File: config.mk
export PLATFORM = sky130hd
export DESIGN_NAME = sprite_tile_expander
export DESIGN_NICKNAME = d
export VERILOG_FILES = /design/src/rtl/ste_pkg.sv /design/src/rtl/ste_ctrl.sv /design/src/rtl/ste_dp.sv /design/src/rtl/sprite_tile_expander.sv
export VERILOG_INCLUDE_DIRS = /design/src /design/src/rtl
export SDC_FILE = /design/constraint.sdc
export NUM_CORES = 1
export LEC_CHECK = 0
export BUFFER_PORTS_ARGS = -buffer_cell sky130_fd_sc_hd__clkbuf_2
export CAP_MARGIN = 40
export CORE_MARGIN = 10
export CORE_UTILIZATION = 45
export CTS_BUF_LIST = sky130_fd_sc_hd__clkbuf_2
export CTS_CLUSTER_DIAMETER = 50
export DETAILED_ROUTE_END_ITERATION = 16
export GPL_ROUTABILITY_DRIVEN = 0
export GPL_TIMING_DRIVEN = 0
export PLACE_DENSITY_LB_ADDON = 0.15
export SETUP_SLACK_MARGIN = 0.05
export SLEW_MARGIN = 20
export SYNTH_ARGS = -nofsm -noshare
export SYNTH_HDL_FRONTEND = slang
export SYNTH_HIERARCHICAL = 1
export SYNTH_SLANG_ARGS = --single-unit
File: constraint.sdc
create_clock -name clk -period 4 [get_ports clk]
set_input_delay 1.2 -clock clk [delete_from_list [all_inputs] [get_ports clk]]
set_output_delay 1.2 -clock clk [all_outputs]
set_load 0.01 [all_outputs]
File: src/rtl/assert_macros.svh
// Assertion macros shared by the RTL of the sprite tile expander.
// Each macro samples on the rising edge of clk and is disabled while arst_n is low.
`ifndef ASSERT_MACROS_SVH
`define ASSERT_MACROS_SVH

// Checks an implication that is tested at every clock edge outside of reset.
`define STE_ASSERT(label, prop, msg) \
	label: assert property (@(posedge clk) disable iff (!arst_n) prop) \
		else $error(msg);

`endif

File: src/rtl/ste_pkg.sv
// Shared types, constants and helpers for the sprite tile expander.
// Used by ste_ctrl, ste_dp and sprite_tile_expander; depends on nothing else.
`timescale 1ns / 1ps
`default_nettype none

package ste_pkg;

	// Controller states.
	typedef enum logic [0:0] {
		ST_IDLE,
		ST_RUN
	} ste_state_t;

	// Commands from the controller to the datapath.
	typedef struct packed {
		logic load;
		logic step;
	} ste_cmd_t;

	// Status from the datapath to the controller.
	typedef struct packed {
		logic last;
	} ste_sts_t;

	// Position offsets, all taken modulo 2^11.
	localparam logic [10:0] X_BIAS      = 11'd256;
	localparam logic [10:0] Y_BASE      = 11'd512;
	localparam logic [10:0] X_FLIP_BASE = 11'd768;

	// Turns a log2 size code into the largest tile index along that axis.
	function automatic logic [2:0] size_mask(input logic [1:0] size_log);
		logic [2:0] mask;
		unique case (size_log)
			2'd0: mask = 3'd0;
			2'd1: mask = 3'd1;
			2'd2: mask = 3'd3;
			default: mask = 3'd7;
		endcase
		return mask;
	endfunction

endpackage

`default_nettype wire

File: src/rtl/ste_ctrl.sv
// Controller state machine of the sprite tile expander.
// Depends on ste_pkg for the state type and the command and status structs.
`timescale 1ns / 1ps
`default_nettype none

module ste_ctrl (
	input  wire logic            clk,
	input  wire logic            arst_n,
	input  wire logic            start,
	input  wire ste_pkg::ste_sts_t sts,
	output ste_pkg::ste_cmd_t    cmd,
	output logic                 busy
);

	ste_pkg::ste_state_t state_q;
	ste_pkg::ste_state_t state_n;

	// State register.
	always_ff @(posedge clk or negedge arst_n) begin
		if (!arst_n) begin
			state_q <= ste_pkg::ST_IDLE;
		end else begin
			state_q <= state_n;
		end
	end

	// Next state: a request starts a run, the final tile ends it.
	always_comb begin
		state_n = state_q;
		unique case (state_q)
			ste_pkg::ST_IDLE: begin
				if (start) begin
					state_n = ste_pkg::ST_RUN;
				end
			end
			ste_pkg::ST_RUN: begin
				if (sts.last) begin
					state_n = ste_pkg::ST_IDLE;
				end
			end
			default: state_n = ste_pkg::ST_IDLE;
		endcase
	end

	// Outputs: load on an accepted request, one tile step per cycle while running.
	always_comb begin
		cmd.load = 1'b0;
		cmd.step = 1'b0;
		busy     = 1'b0;
		unique case (state_q)
			ste_pkg::ST_IDLE: begin
				cmd.load = start;
			end
			ste_pkg::ST_RUN: begin
				cmd.step = 1'b1;
				busy     = 1'b1;
			end
			default: begin
				busy = 1'b0;
			end
		endcase
	end

endmodule

`default_nettype wire

File: src/rtl/ste_dp.sv
// Datapath of the sprite tile expander: sprite registers, tile counters and result registers.
// Depends on ste_pkg for constants, the size mask helper and the command and status structs.
`timescale 1ns / 1ps
`default_nettype none

module ste_dp (
	input  wire logic              clk,
	input  wire logic              arst_n,
	input  wire logic              cfg_wen,
	input  wire logic              cfg_wdata,
	input  wire ste_pkg::ste_cmd_t cmd,
	output ste_pkg::ste_sts_t      sts,
	input  wire logic [8:0]        raw_y,
	input  wire logic [15:0]       base_code,
	input  wire logic [3:0]        palette_index,
	input  wire logic              mirror_x,
	input  wire logic              mirror_y,
	input  wire logic [1:0]        width_log,
	input  wire logic [1:0]        height_log,
	input  wire logic [9:0]        raw_x,
	input  wire logic              final_sprite,
	output logic                   tile_strobe,
	output logic [15:0]            tile_number,
	output logic [3:0]             tile_palette,
	output logic                   draw_flip_x,
	output logic                   draw_flip_y,
	output logic signed [10:0]     screen_x,
	output logic signed [10:0]     screen_y,
	output logic                   last_tile,
	output logic                   list_done
);

	logic        screen_flip_q;
	logic [15:0] base_q;
	logic [3:0]  pal_q;
	logic        fx_q;
	logic        fy_q;
	logic [2:0]  wmask_q;
	logic [2:0]  hmask_q;
	logic [10:0] sx_q;
	logic [10:0] sy_q;
	logic        fin_q;
	logic [2:0]  col_q;
	logic [2:0]  row_q;

	logic [2:0]  wmask_n;
	logic [2:0]  hmask_n;
	logic [10:0] span_w;
	logic [10:0] span_h;
	logic [10:0] sx_n;
	logic [10:0] sy_n;
	logic [2:0]  col_eff;
	logic [2:0]  row_eff;
	logic        at_last;

	logic        strobe_q;
	logic [15:0] number_q;
	logic [3:0]  palette_q;
	logic        flip_x_q;
	logic        flip_y_q;
	logic [10:0] pos_x_q;
	logic [10:0] pos_y_q;
	logic        last_q;
	logic        done_q;

	// Screen flip register.
	always_ff @(posedge clk or negedge arst_n) begin
		if (!arst_n) begin
			screen_flip_q <= 1'b0;
		end else if (cfg_wen) begin
			screen_flip_q <= cfg_wdata;
		end
	end

	// Sprite origin from the raw position; the sizes in pixels are 16 times the tile counts.
	assign wmask_n = ste_pkg::size_mask(width_log);
	assign hmask_n = ste_pkg::size_mask(height_log);
	assign span_w  = {3'b000, {1'b0, wmask_n} + 4'd1, 4'b0000};
	assign span_h  = {3'b000, {1'b0, hmask_n} + 4'd1, 4'b0000};

	always_comb begin
		if (screen_flip_q) begin
			sx_n = ste_pkg::X_FLIP_BASE - span_w - {1'b0, raw_x};
			sy_n = {2'b00, raw_y};
		end else begin
			sx_n = {1'b0, raw_x} - ste_pkg::X_BIAS;
			sy_n = ste_pkg::Y_BASE - {2'b00, raw_y} - span_h;
		end
	end

	// Sprite registers, captured when a request is accepted.
	always_ff @(posedge clk) begin
		if (cmd.load) begin
			base_q  <= base_code;
			pal_q   <= palette_index;
			fx_q    <= mirror_x ^ screen_flip_q;
			fy_q    <= mirror_y ^ screen_flip_q;
			wmask_q <= wmask_n;
			hmask_q <= hmask_n;
			sx_q    <= sx_n;
			sy_q    <= sy_n;
			fin_q   <= final_sprite;
		end
	end

	// Tile counters: rows inner, columns outer.
	assign at_last = (col_q == wmask_q) && (row_q == hmask_q);
	assign sts.last = at_last;

	always_ff @(posedge clk or negedge arst_n) begin
		if (!arst_n) begin
			col_q <= 3'd0;
			row_q <= 3'd0;
		end else if (cmd.load) begin
			col_q <= 3'd0;
			row_q <= 3'd0;
		end else if (cmd.step) begin
			if (row_q == hmask_q) begin
				row_q <= 3'd0;
				col_q <= col_q + 3'd1;
			end else begin
				row_q <= row_q + 3'd1;
			end
		end
	end

	// Under a flip the index counts from the far side, which is the index XOR the mask.
	assign col_eff = fx_q ? (col_q ^ wmask_q) : col_q;
	assign row_eff = fy_q ? (row_q ^ hmask_q) : row_q;

	// Result strobe.
	always_ff @(posedge clk or negedge arst_n) begin
		if (!arst_n) begin
			strobe_q <= 1'b0;
		end else begin
			strobe_q <= cmd.step;
		end
	end

	// Result registers for the current tile.
	always_ff @(posedge clk) begin
		if (cmd.step) begin
			number_q  <= base_q + {10'd0, col_eff, 3'b000} + {13'd0, row_eff};
			palette_q <= pal_q;
			flip_x_q  <= fx_q;
			flip_y_q  <= fy_q;
			pos_x_q   <= sx_q + {4'd0, col_q, 4'b0000};
			pos_y_q   <= sy_q + {4'd0, row_q, 4'b0000};
			last_q    <= at_last;
			done_q    <= at_last & fin_q;
		end
	end

	assign tile_strobe  = strobe_q;
	assign tile_number  = number_q;
	assign tile_palette = palette_q;
	assign draw_flip_x  = flip_x_q;
	assign draw_flip_y  = flip_y_q;
	assign screen_x     = $signed(pos_x_q);
	assign screen_y     = $signed(pos_y_q);
	assign last_tile    = last_q;
	assign list_done    = done_q;

endmodule

`default_nettype wire

File: src/rtl/sprite_tile_expander.sv
// Sprite tile expander: a sprite entry in, one draw request per 16x16 tile out.
// Top level; depends on ste_pkg, ste_ctrl, ste_dp and assert_macros.svh.
//
// A sprite entry is taken at a clock edge where start is high and busy is low, and the sprite
// registers load at that edge. busy then stays high while the block steps through the w*h tiles
// (1 to 64) of a w by h sprite, one tile per step, and a new entry can be accepted
// on the cycle the final tile is shown. The pace is set by the tile counter, which steps once a
// cycle, rows inner and columns outer. Each tile appears for exactly one cycle with tile_strobe
// high; the receiver cannot stall, so it must take every tile as it comes. screen_flip is taken
// from cfg_wdata when cfg_wen is high and should only change while busy is low.
`timescale 1ns / 1ps
`default_nettype none
`include "assert_macros.svh"

module sprite_tile_expander (
	input  wire logic              clk,
	input  wire logic              arst_n,
	input  wire logic              cfg_wen,
	input  wire logic              cfg_wdata,
	input  wire logic              start,
	output logic                   busy,
	input  wire logic [8:0]        raw_y,
	input  wire logic [15:0]       base_code,
	input  wire logic [3:0]        palette_index,
	input  wire logic              mirror_x,
	input  wire logic              mirror_y,
	input  wire logic [1:0]        width_log,
	input  wire logic [1:0]        height_log,
	input  wire logic [9:0]        raw_x,
	input  wire logic              final_sprite,
	output logic                   tile_strobe,
	output logic [15:0]            tile_number,
	output logic [3:0]             tile_palette,
	output logic                   draw_flip_x,
	output logic                   draw_flip_y,
	output logic signed [10:0]     screen_x,
	output logic signed [10:0]     screen_y,
	output logic                   last_tile,
	output logic                   list_done
);

	ste_pkg::ste_cmd_t cmd;
	ste_pkg::ste_sts_t sts;

	// Controller.
	ste_ctrl u_ctrl (
		.clk    (clk),
		.arst_n (arst_n),
		.start  (start),
		.sts    (sts),
		.cmd    (cmd),
		.busy   (busy)
	);

	// Datapath.
	ste_dp u_dp (
		.clk           (clk),
		.arst_n        (arst_n),
		.cfg_wen       (cfg_wen),
		.cfg_wdata     (cfg_wdata),
		.cmd           (cmd),
		.sts           (sts),
		.raw_y         (raw_y),
		.base_code     (base_code),
		.palette_index (palette_index),
		.mirror_x      (mirror_x),
		.mirror_y      (mirror_y),
		.width_log     (width_log),
		.height_log    (height_log),
		.raw_x         (raw_x),
		.final_sprite  (final_sprite),
		.tile_strobe   (tile_strobe),
		.tile_number   (tile_number),
		.tile_palette  (tile_palette),
		.draw_flip_x   (draw_flip_x),
		.draw_flip_y   (draw_flip_y),
		.screen_x      (screen_x),
		.screen_y      (screen_y),
		.last_tile     (last_tile),
		.list_done     (list_done)
	);

	// An accepted request occupies the block on the following cycle.
	`STE_ASSERT(a_accept_busy, (start && !busy) |=> busy, "accepted request did not raise busy")
	// A tile is only shown after the block has been busy.
	`STE_ASSERT(a_strobe_after_busy, tile_strobe |-> $past(busy), "tile shown without work")
	// Finishing a sprite coincides with showing its final tile.
	`STE_ASSERT(a_end_last_tile, $fell(busy) |-> (tile_strobe && last_tile),
		"busy dropped without the final tile")
	// The end of the list is only flagged on a sprite's final tile.
	`STE_ASSERT(a_done_is_last, (tile_strobe && list_done) |-> last_tile,
		"list end flagged on an inner tile")

endmodule

`default_nettype wire

Word-level counts from Yosys, hierarchy flattened:

Cells that the tools add are included.

* register bits after elaboration: 106
* latch bits: 0
* bits in writable memories: 0
* bits in read-only memories: 0
* input port bits: 51
* word-level logic and storage cells: 71
* memories kept: 0

* $add $sub $neg: 13
* $mul: 0
* div/mod/pow operators: 0
* $lt $le $gt $ge: 0
* equality and inequality tests: 6
* shift-type cells: 0
* multiplexer cells: 17
* bitwise operators: 6
* reductions and logical operators: 6

Operator list (count)
* two-way mux 3 bit: 8
* adder 11 x 7 -> 11 bit: 2
* case mux 3 bit (3 select lines): 2
* adder 16 x 3 -> 16 bit: 1
* adder 16 x 6 -> 16 bit: 1
* two-way mux 11 bit: 1
* subtractor 10 x 8 -> 11 bit, first input constant: 1
* subtractor 10 x 9 -> 11 bit, first input constant: 1
* subtractor 10 x 9 -> 11 bit, second input constant: 1
* subtractor 11 x 10 -> 11 bit: 1
* subtractor 11 x 8 -> 11 bit: 1
* two-way mux 9 bit: 1
* adder 3 x 1 -> 4 bit, second input constant: 2
* adder 3 x 1 -> 3 bit, second input constant: 2
* equality test 3 bit: 2
* XOR 3 bit: 2
* equality test 2 x 1 -> 1 bit, second input constant: 2
* equality test 2 bit, second input constant: 2
* logical NOT 2 bit: 2
* two-way mux 1 bit: 4
* nonzero test 2 bit: 2
* case mux 1 bit (2 select lines): 1
* AND reduction 2 bit: 1
* XOR 1 bit: 2
* other kinds (3): 3

Depth between registers and ports, before layout:

Gate-level depths: netlist (run 1).

* word-level depth: 6
* depth in mapped cells: 10
* depth with buffers taken out: 10

Modules after synthesis:

The synthesis (run 1) kept the hierarchy.

Modules (own cells, without submodules)
* ste_dp: instances 1, cells an instance 393, area an instance 5181.2 um^2, sequential area each 3113.0 um^2
* ste_ctrl: instances 1, cells an instance 5, area an instance 47.5 um^2, sequential area each 25.0 um^2

Least setup slack after synthesis (run 1):

Ideal clock, no wire load.

* kind: input to register
* start: in start
* end: reg u_dp.base_q[0], enable pin
* setup time: 474 ps
* arrival time: 3645 ps
* data required time: 3526 ps
* path slack: -119 ps
* stages on the path: 1
* cell sequence: nor2b_1

* word-level cells in the longest chain between the ends: 1

RTL lines
* from (decl): line sprite_tile_expander.sv:20 `input wire logic start,`
* two-way mux 1 bit: line ste_ctrl.sv:50 `unique case (state_q)`
* to (signal assigned): line ste_dp.sv:94 `base_q <= base_code;`
* to (decl): line ste_dp.sv:34 `logic [15:0] base_q;`

No other way between the ends.
A chain may end at the register's enable or synchronous reset.

Worst setup path after layout (run 1):

* start: in height_log[0]
* end: reg u_dp.sy_q[9] (data pin)

* word-level cells in the longest chain between the ends: 4
* elaborated cells on any way between the ends: 6

RTL lines
* from (decl): line sprite_tile_expander.sv:28 `input wire logic [1:0] height_log,`
* equality test 2 bit, or another cell as far along: line ste_pkg.sv:33 `unique case (size_log)`
* case mux 3 bit (3 select lines) *: line ste_pkg.sv:33
* via u_dp.hmask_n[0]: line ste_dp.sv:47 `logic [2:0] hmask_n;`
* adder 3 x 1 -> 4 bit *: line ste_dp.sv:79 `assign span_h = {3'b000, {1'b0, hmask_n} + 4'd1, 4'b0000};`
* subtractor 11 x 8 -> 11 bit *: line ste_dp.sv:87 `sy_n = ste_pkg::Y_BASE - {2'b00, raw_y} - span_h;`
* to (signal assigned): line ste_dp.sv:101 `sy_q <= sy_n;`
* to (decl): line ste_dp.sv:41 `logic [10:0] sy_q;`

Mark *: on every way through the listed nets, which the timed path passes. The rest lies on a longest branch.

==> results.cfg, run 1 <==
[synthesis]
synth_compound_area_share_pct = 8.18
yosysSeqAreaShare_pct = 60.0
yosysUniqueCellTypes = 46
synth.ff_latch_count = 106
synth-edff-count = 97
synth_area_um2 = 5230
synthAdderAreaFrac_pct = 11.7
synth-xor-area-share_pct = 8.38
synthMuxAreaShare_pct = 1.41
synthArstFlopShare_pct = 8.49
synthSimpleGateAreaFrac_pct = 7.11
synth_fp_nets = 496
syn-mean-instance-area_um2 = 13.1
syn_inst = 398
synth_top_family_by_area = adder cells
synthFlopType = edfxtp_1
synth_warnings = 6

[sta]
tightestPinTransition_ns = 0.690
finalHoldViolCount = 0
setup_viol = 0
relSlewSlack_pct = 54.0
period_needed_ns = 2.91
rsz0062_at_grt = false
finalMaxSlewViolations = 0
tns_ns = 0
finClkSkew_ns = 0.0253
fin_ws_ns = 1.09
fmax_mhz = 343
timing.final.crit_share_pct = 72.8

[final_layout]
fin_nets = 607
post_route_cells_drive_above_1_share_pct = 24.9
fillers = 1015
syn_to_final_growth_pct = 16.0

[critical_path]
crit_start = height_log[0]
reg2reg_depth = 10
start_kind = input port
worstPathArrival_ns = 3.26
path_class = in -> reg
critical_path.endpoint_type = flop
reg2reg_to = u_dp/tile_number[14]
critPathMaxFanout = 4
reg2reg_from = u_dp/fy_q
crit_required_ns = 4.34
r2r_setup_slack_ns = 1.51

[grt]
antenna_found_initial = 1
grt_max_degree = 56
grt_pass1_vias = 3446
grt_usage_pct = 12.6
overflow = 0
grt_pass1_wl_um = 16500

[floorplanning]
dieArea_um2 = 16300
coreArea_um2 = 11400
num_io_pins = 99
die_w_um = 128
start_util_pct = 45.8
row_count = 39
die-height_um = 128

[drt]
drc = 0
antenna_left = 0
num_vias = 3238
drtIter0Drc = 149
totalWireLength_um = 10100
drtPass1Iterations = 4
wire_per_inst_um = 15.4
vias_per_cell = 4.92

[job]
max_cap_viol_count = 0

[clocking]
clk_pin_slew_ns = 0.27
post_cts_buffers = 0
hold_buffers = 0
cts.path.max_buffers = 2
clkSinkCount = 106
cts_made_buffers = 9
cts_tree = built
root_buffer = clkbuf_2
cts_max_level = 3
clk_latency_ns = 0.59
cts_resized = 0

[min_path]
min_path_type = in -> async

[power]
vdd_drop_max_mv = 0.280
power.leakage_nw = 2.61
power_density_nw_per_um2 = 521

[placed_design]
dp_slack_ns = 0.438
port_buffers = 98
hpwl_um = 7890

[run_status]
outcome = complete, no violations
-- placed cells by master, fill, tap and decap left out, types with 4 or more instances in the layout --
master	n
a21o_1	5
nor3_1	4
clkbuf_1	5
o21ai_0	20
clkbuf_2	109
nand2_1	30
mux2i_1	4
dfrtp_1	9
o21a_1	5
and3_1	4
nand2b_1	6
ha_1	44
nand3_1	6
xnor2_1	36
inv_1	37
nor2_1	14
a21oi_1	15
edfxtp_1	97
xor2_1	14
-- layer usage --
metal	vias to the layer above	GRT usage, %	part of all wire (%)	wire length [µm]
li1	1640	-	-	-
met1	1500	14.1	43	4350
met2	89	21.2	47	4800
met3	9	5.79	8.4	856
met4	0	3.77	1.3	129
met5	-	0	0	0
-- worst max-delay path, cell delays in order --
cell	delay, ns
clkbuf_2	0.11
or2_2	0.32
ha_1	0.29
ha_1	0.34
and3_1	0.20
a221oi_1	0.40
o21ai_0	0.18
xnor2_1	0.17
nor2_1	0.05
-- cell usage after synthesis, types with 3 or more instances --
library cell   n  area (µm²)
nand2_1       30         113
xor2_1        14         123
nand2b_1       6        37.5
clkbuf_1       5        18.8
o21ai_0       20         100
mux2i_1        4        40.0
a211oi_1       3        22.5
nor2_1        14        52.6
o21a_1         5        37.5
dfrtp_1        9         225
and3_1         4        25.0
ha_1          44         551
a21o_1         5        37.5
inv_1         37         139
edfxtp_1      97        2910
nor2b_1        4        25.0
nand3_1        6        30.0
mux2_2         3        33.8
nor3_1         4        20.0
a21oi_1       15        75.1
fa_1           3        60.1
or2_2          3        18.8
xnor2_1       36         315
-- power by group --
part / internal, mW / switching (mW)
logic: 0.473 / 0.590
clock network: 0.148 / 0.338
registers: 1.50 / 0.115
total: 2.12 / 1.04
-- registers in the layout, indices dropped and copies added, names as in the netlist --
signal,count
u_dp/draw_flip_y,1
u_dp/sy_q,11
u_dp/tile_number,16
u_dp/screen_flip_q,1
u_dp/last_tile,1
u_dp/pal_q,4
u_dp/sx_q,11
u_dp/tile_palette,4
u_dp/hmask_q,3
u_dp/fin_q,1
u_dp/screen_x,11
u_dp/draw_flip_x,1
u_dp/tile_strobe,1
u_dp/col_q,3
u_dp/screen_y,11
u_dp/base_q,16
u_dp/list_done,1
u_ctrl/state_q,1
u_dp/row_q,3
u_dp/fy_q,1
u_dp/wmask_q,3
u_dp/fx_q,1
-- logic make-up (layout without fill, tap and decap cells) --
kind of cell / count (synthesis) / after routing
flip-flops: 106 / 106
multiplexers: 7 / 7
XOR/XNOR: 50 / 50
AND/OR/NAND/NOR: 78 / 78
adder cells (fa/ha/maj): 47 / 47
other: 0 / 1
buffers and inverters: 44 / 160
AO/OA/AOI/OAI: 66 / 66
-- per-stage QoR --
| stage | utilization [%] | instance area (µm²) | hold slack (ns) | std cells | power (mW) |
|---|---|---|---|---|---|
| 4_1_cts | 53.1 | 6060 | 0.355 | 657 | 3.21 |
| 3_3_place_gp | 51.7 | 5900 | 0.401 | 639 | 2.67 |
| 3_5_place_dp | 52.1 | 5950 | 0.406 | 641 | 2.72 |
| 5_1_grt | 53.1 | 6070 | 0.334 | 658 | 3.40 |
| 2_1_floorplan | - | 5230 | 0.400 | 398 | 2.35 |
| 6_report | 53.1 | 6070 | 0.411 | 658 | 3.16 |
-- worst max-delay path by stage --
stage                   end  depth (start not counted)
2_1_floorplan  u_dp/sy_q[9]                          8
3_3_place_gp   u_dp/sy_q[3]                          2
3_5_place_dp   u_dp/sy_q[9]                          9
4_1_cts        u_dp/sy_q[9]                          9
5_1_grt        u_dp/sy_q[9]                          9
6_report       u_dp/sy_q[9]                          9
-- area by class of cell --
type	count	area (µm²)	area share [%]
clock buffers	11	55.1	0.907
well taps	143	179	2.95
diodes	1	2.50	0.0412
flip-flops and latches	106	3140	51.7
inverters	38	143	2.35
repair buffers	100	538	8.87
plain buffers	6	26.3	0.433
clock inverters	5	56.3	0.928
multi-input cells	248	1930	31.8
Power figures use the tool's default switching activity.
==> inputs of run 2 (changes only) <==
- ABC_AREA: unset -> 1
- clock period: 4 -> 3 ns (I/O delays scaled with it)
==> run 2 against run 1 <==
Compared with the run above:
- global-route usage rose by 0.79 points
- combinational power up 61%
- core utilization fell by 0.20 points
- sequential power is 45% higher
- critical path type is now reg -> reg
- highest routed layer unchanged
==> results.cfg, run 2 <==
[synthesis]
syn_inst = 557
synthArstFlopShare_pct = 8.49
synth_fp_nets = 655
synth.top_cell.area_share_pct = 51.8
yosysUniqueCellTypes = 32
synthTopCellsByArea = edfxtp_1 52%, ha_1 9.8%, nand2_1 8.9%
syn-mean-instance-area_um2 = 10.1
yosys-top-cells-count = 134 x nand2_1, 97 x edfxtp_1, 90 x inv_1
yosysSeqAreaShare_pct = 55.8
synthFlopType = edfxtp_1
yosysTopAreaCell = edfxtp_1
synth-edff-count = 97
synth_warnings = 6
synth_area_um2 = 5630
yosysMostFrequentCell = nand2_1
synth.ff_latch_count = 106

[drt]
drtPass1Iterations = 4
wire_per_inst_um = 13.6
num_vias = 3978
totalWireLength_um = 11400
antenna_left = 0
vias_per_cell = 4.74
drtIter0Drc = 242
drc = 0

[sta]
relSlewSlack_pct = 53.3
fmax_mhz = 411
finalHoldViolCount = 0
rsz0062_at_grt = false
finalMaxSlewViolations = 0
finClkSkew_ns = 0.0296
tightestPinTransition_ns = 0.701
timing.final.crit_share_pct = 81.1
period_needed_ns = 2.43
setup_viol = 0

[grt]
grt_max_degree = 56
grt_usage_pct = 13.4
grt_use_met2_pct = 22.6
grt_pass1_wl_um = 19000
use_met1_pct = 15.5
busiest_layer = met2
met3_usage_pct = 5.45
overflow = 0
antenna_found_initial = 0
grt_pass1_vias = 3993

[placed_design]
placed_area_um2 = 6330
hpwl_um = 8740
port_buffers = 98
place_inst = 823

[clocking]
clk_pin_slew_ns = 0.27
cts_max_level = 3
cts_made_buffers = 9
hold_buffers = 0
post_cts_buffers = 0
cts_tree = built
clkSinkCount = 106
cts.path.max_buffers = 2
cts_resized = 0
root_buffer = clkbuf_2
clk_latency_ns = 0.59

[run_status]
outcome = complete, no violations

[critical_path]
critPathMaxFanout = 5
critical_path.endpoint_type = flop
cp_num_buf_inv = 1
slowest_stage = dfrtp_1
path_class = reg -> reg
start_kind = flop
worstPathArrival_ns = 2.80
cp_common_cell = nand2_1
critPathTopFamily = adder cells
crit_chain = xnor2_1 > o21ai_0 > ha_1 > inv_1 > fa_1 > o21ai_2 > nand2_2 > nand2_4 > nand2_1 > nand2_1 > nand2_1
slowest_delay_ns = 0.50
crit_required_ns = 3.37

[power]
power.leakage_nw = 3.05
vdd_drop_max_mv = 0.266
power.total_mw = 4.59
power_density_nw_per_um2 = 716

[final_layout]
final_cell_mix = 134 x nand2_1, 107 x clkbuf_2, 97 x edfxtp_1
diodes = 0
final_util_pct = 52.9
final_common_cell = nand2_1
syn_to_final_growth_pct = 13.9
finalInstanceArea_um2 = 6410
fin_nets = 764
post_route_cells_drive_above_1_share_pct = 19.1
layout.cells.non_filler = 839

[floorplanning]
die-height_um = 132
die_w_um = 132
row_count = 40
dieArea_um2 = 17400
num_io_pins = 99
coreArea_um2 = 12100
start_util_pct = 46.5

[job]
max_cap_viol_count = 0

[min_path]
min_path_type = in -> async
## run 2: cell types whose count changed after synthesis, moves of 6 or more
| cell | delta |
|---|---|
| inv_1 | +53 |
| nand2_1 | +104 |
| nand2b_1 | -6 |
| nand3_1 | +39 |
| nand3b_1 | +7 |
| nor2_1 | +15 |
| xnor2_1 | -22 |
## run 2: metal layers
| layer | up-vias | share of wire (%) |
|---|---|---|
| met3 | 10 | 6.3 |
| met4 | 0 | 1.4 |
| met2 | 97 | 47 |
| met1 | 1815 | 45 |
| li1 | 2056 | - |
| met5 | - | 0 |
## run 2: through the flow
| stage | hold slack [ns] | worst slack, ns | setup TNS, ns |
|---|---|---|---|
| after floorplan | 0.400 | 0.250 | 0 |
| after global placement | 0.400 | -0.533 | -5.66 |
| after detailed placement | 0.407 | 0.297 | 0 |
| after CTS | 0.0657 | 0.552 | 0 |
| after global routing | 0.0423 | 0.348 | 0 |
| final | 0.121 | 0.568 | 0 |
## run 2: layout make-up
cell class / instances / area (µm²)
fillers: 1134 / 5700
flip-flops and latches: 106 / 3140
multi-input cells: 352 / 2100
repair buffers: 98 / 490
inverters: 91 / 344
well taps: 168 / 210
clock buffers: 9 / 45.0
plain buffers: 8 / 42.5
clock inverters: 7 / 36.3
## run 2: cell families after synthesis
kind of cell	count (synthesis)	share of synthesized area, %
compound gates	38	3.54
flops	106	55.8
fa+ha+maj	47	10.9
simple gates	241	19.0
xor+xnor	26	4.05
buf+inv	99	6.83
## run 2: final timing paths
| path | to | slack (ns) | cells after the start | startpoint |
|---|---|---|---|---|
| max | u_dp/tile_number[14] | 0.57 | 11 | u_dp/row_q[0] |
| min | u_dp/col_q[2] | 0.12 | 1 | arst_n |
| max reg2reg | u_dp/tile_number[14] | 0.57 | 11 | u_dp/row_q[0] |
| min reg2reg | u_dp/tile_palette[2] | 0.46 | 0 | u_dp/pal_q[2] |
| max in group asynchronous | u_dp/row_q[2] | 2.64 | 1 | arst_n |
| min in group clk | u_dp/tile_palette[2] | 0.46 | 0 | u_dp/pal_q[2] |
## run 2: report_power, final
group	total (mW)	internal, mW	switching, mW
clock	0.550	0.0983	0.451
combinational	1.71	0.642	1.07
sequential	2.33	2.15	0.177
## run 2: worst reg2reg max path: stages, from the launching register on
cell and delay, ns:
dfrtp_1 0.50, xnor2_1 0.18, o21ai_0 0.19, ha_1 0.24, inv_1 0.07, fa_1 0.43
o21ai_2 0.27, nand2_2 0.10, nand2_4 0.09, nand2_1 0.05, nand2_1 0.06, nand2_1 0.04
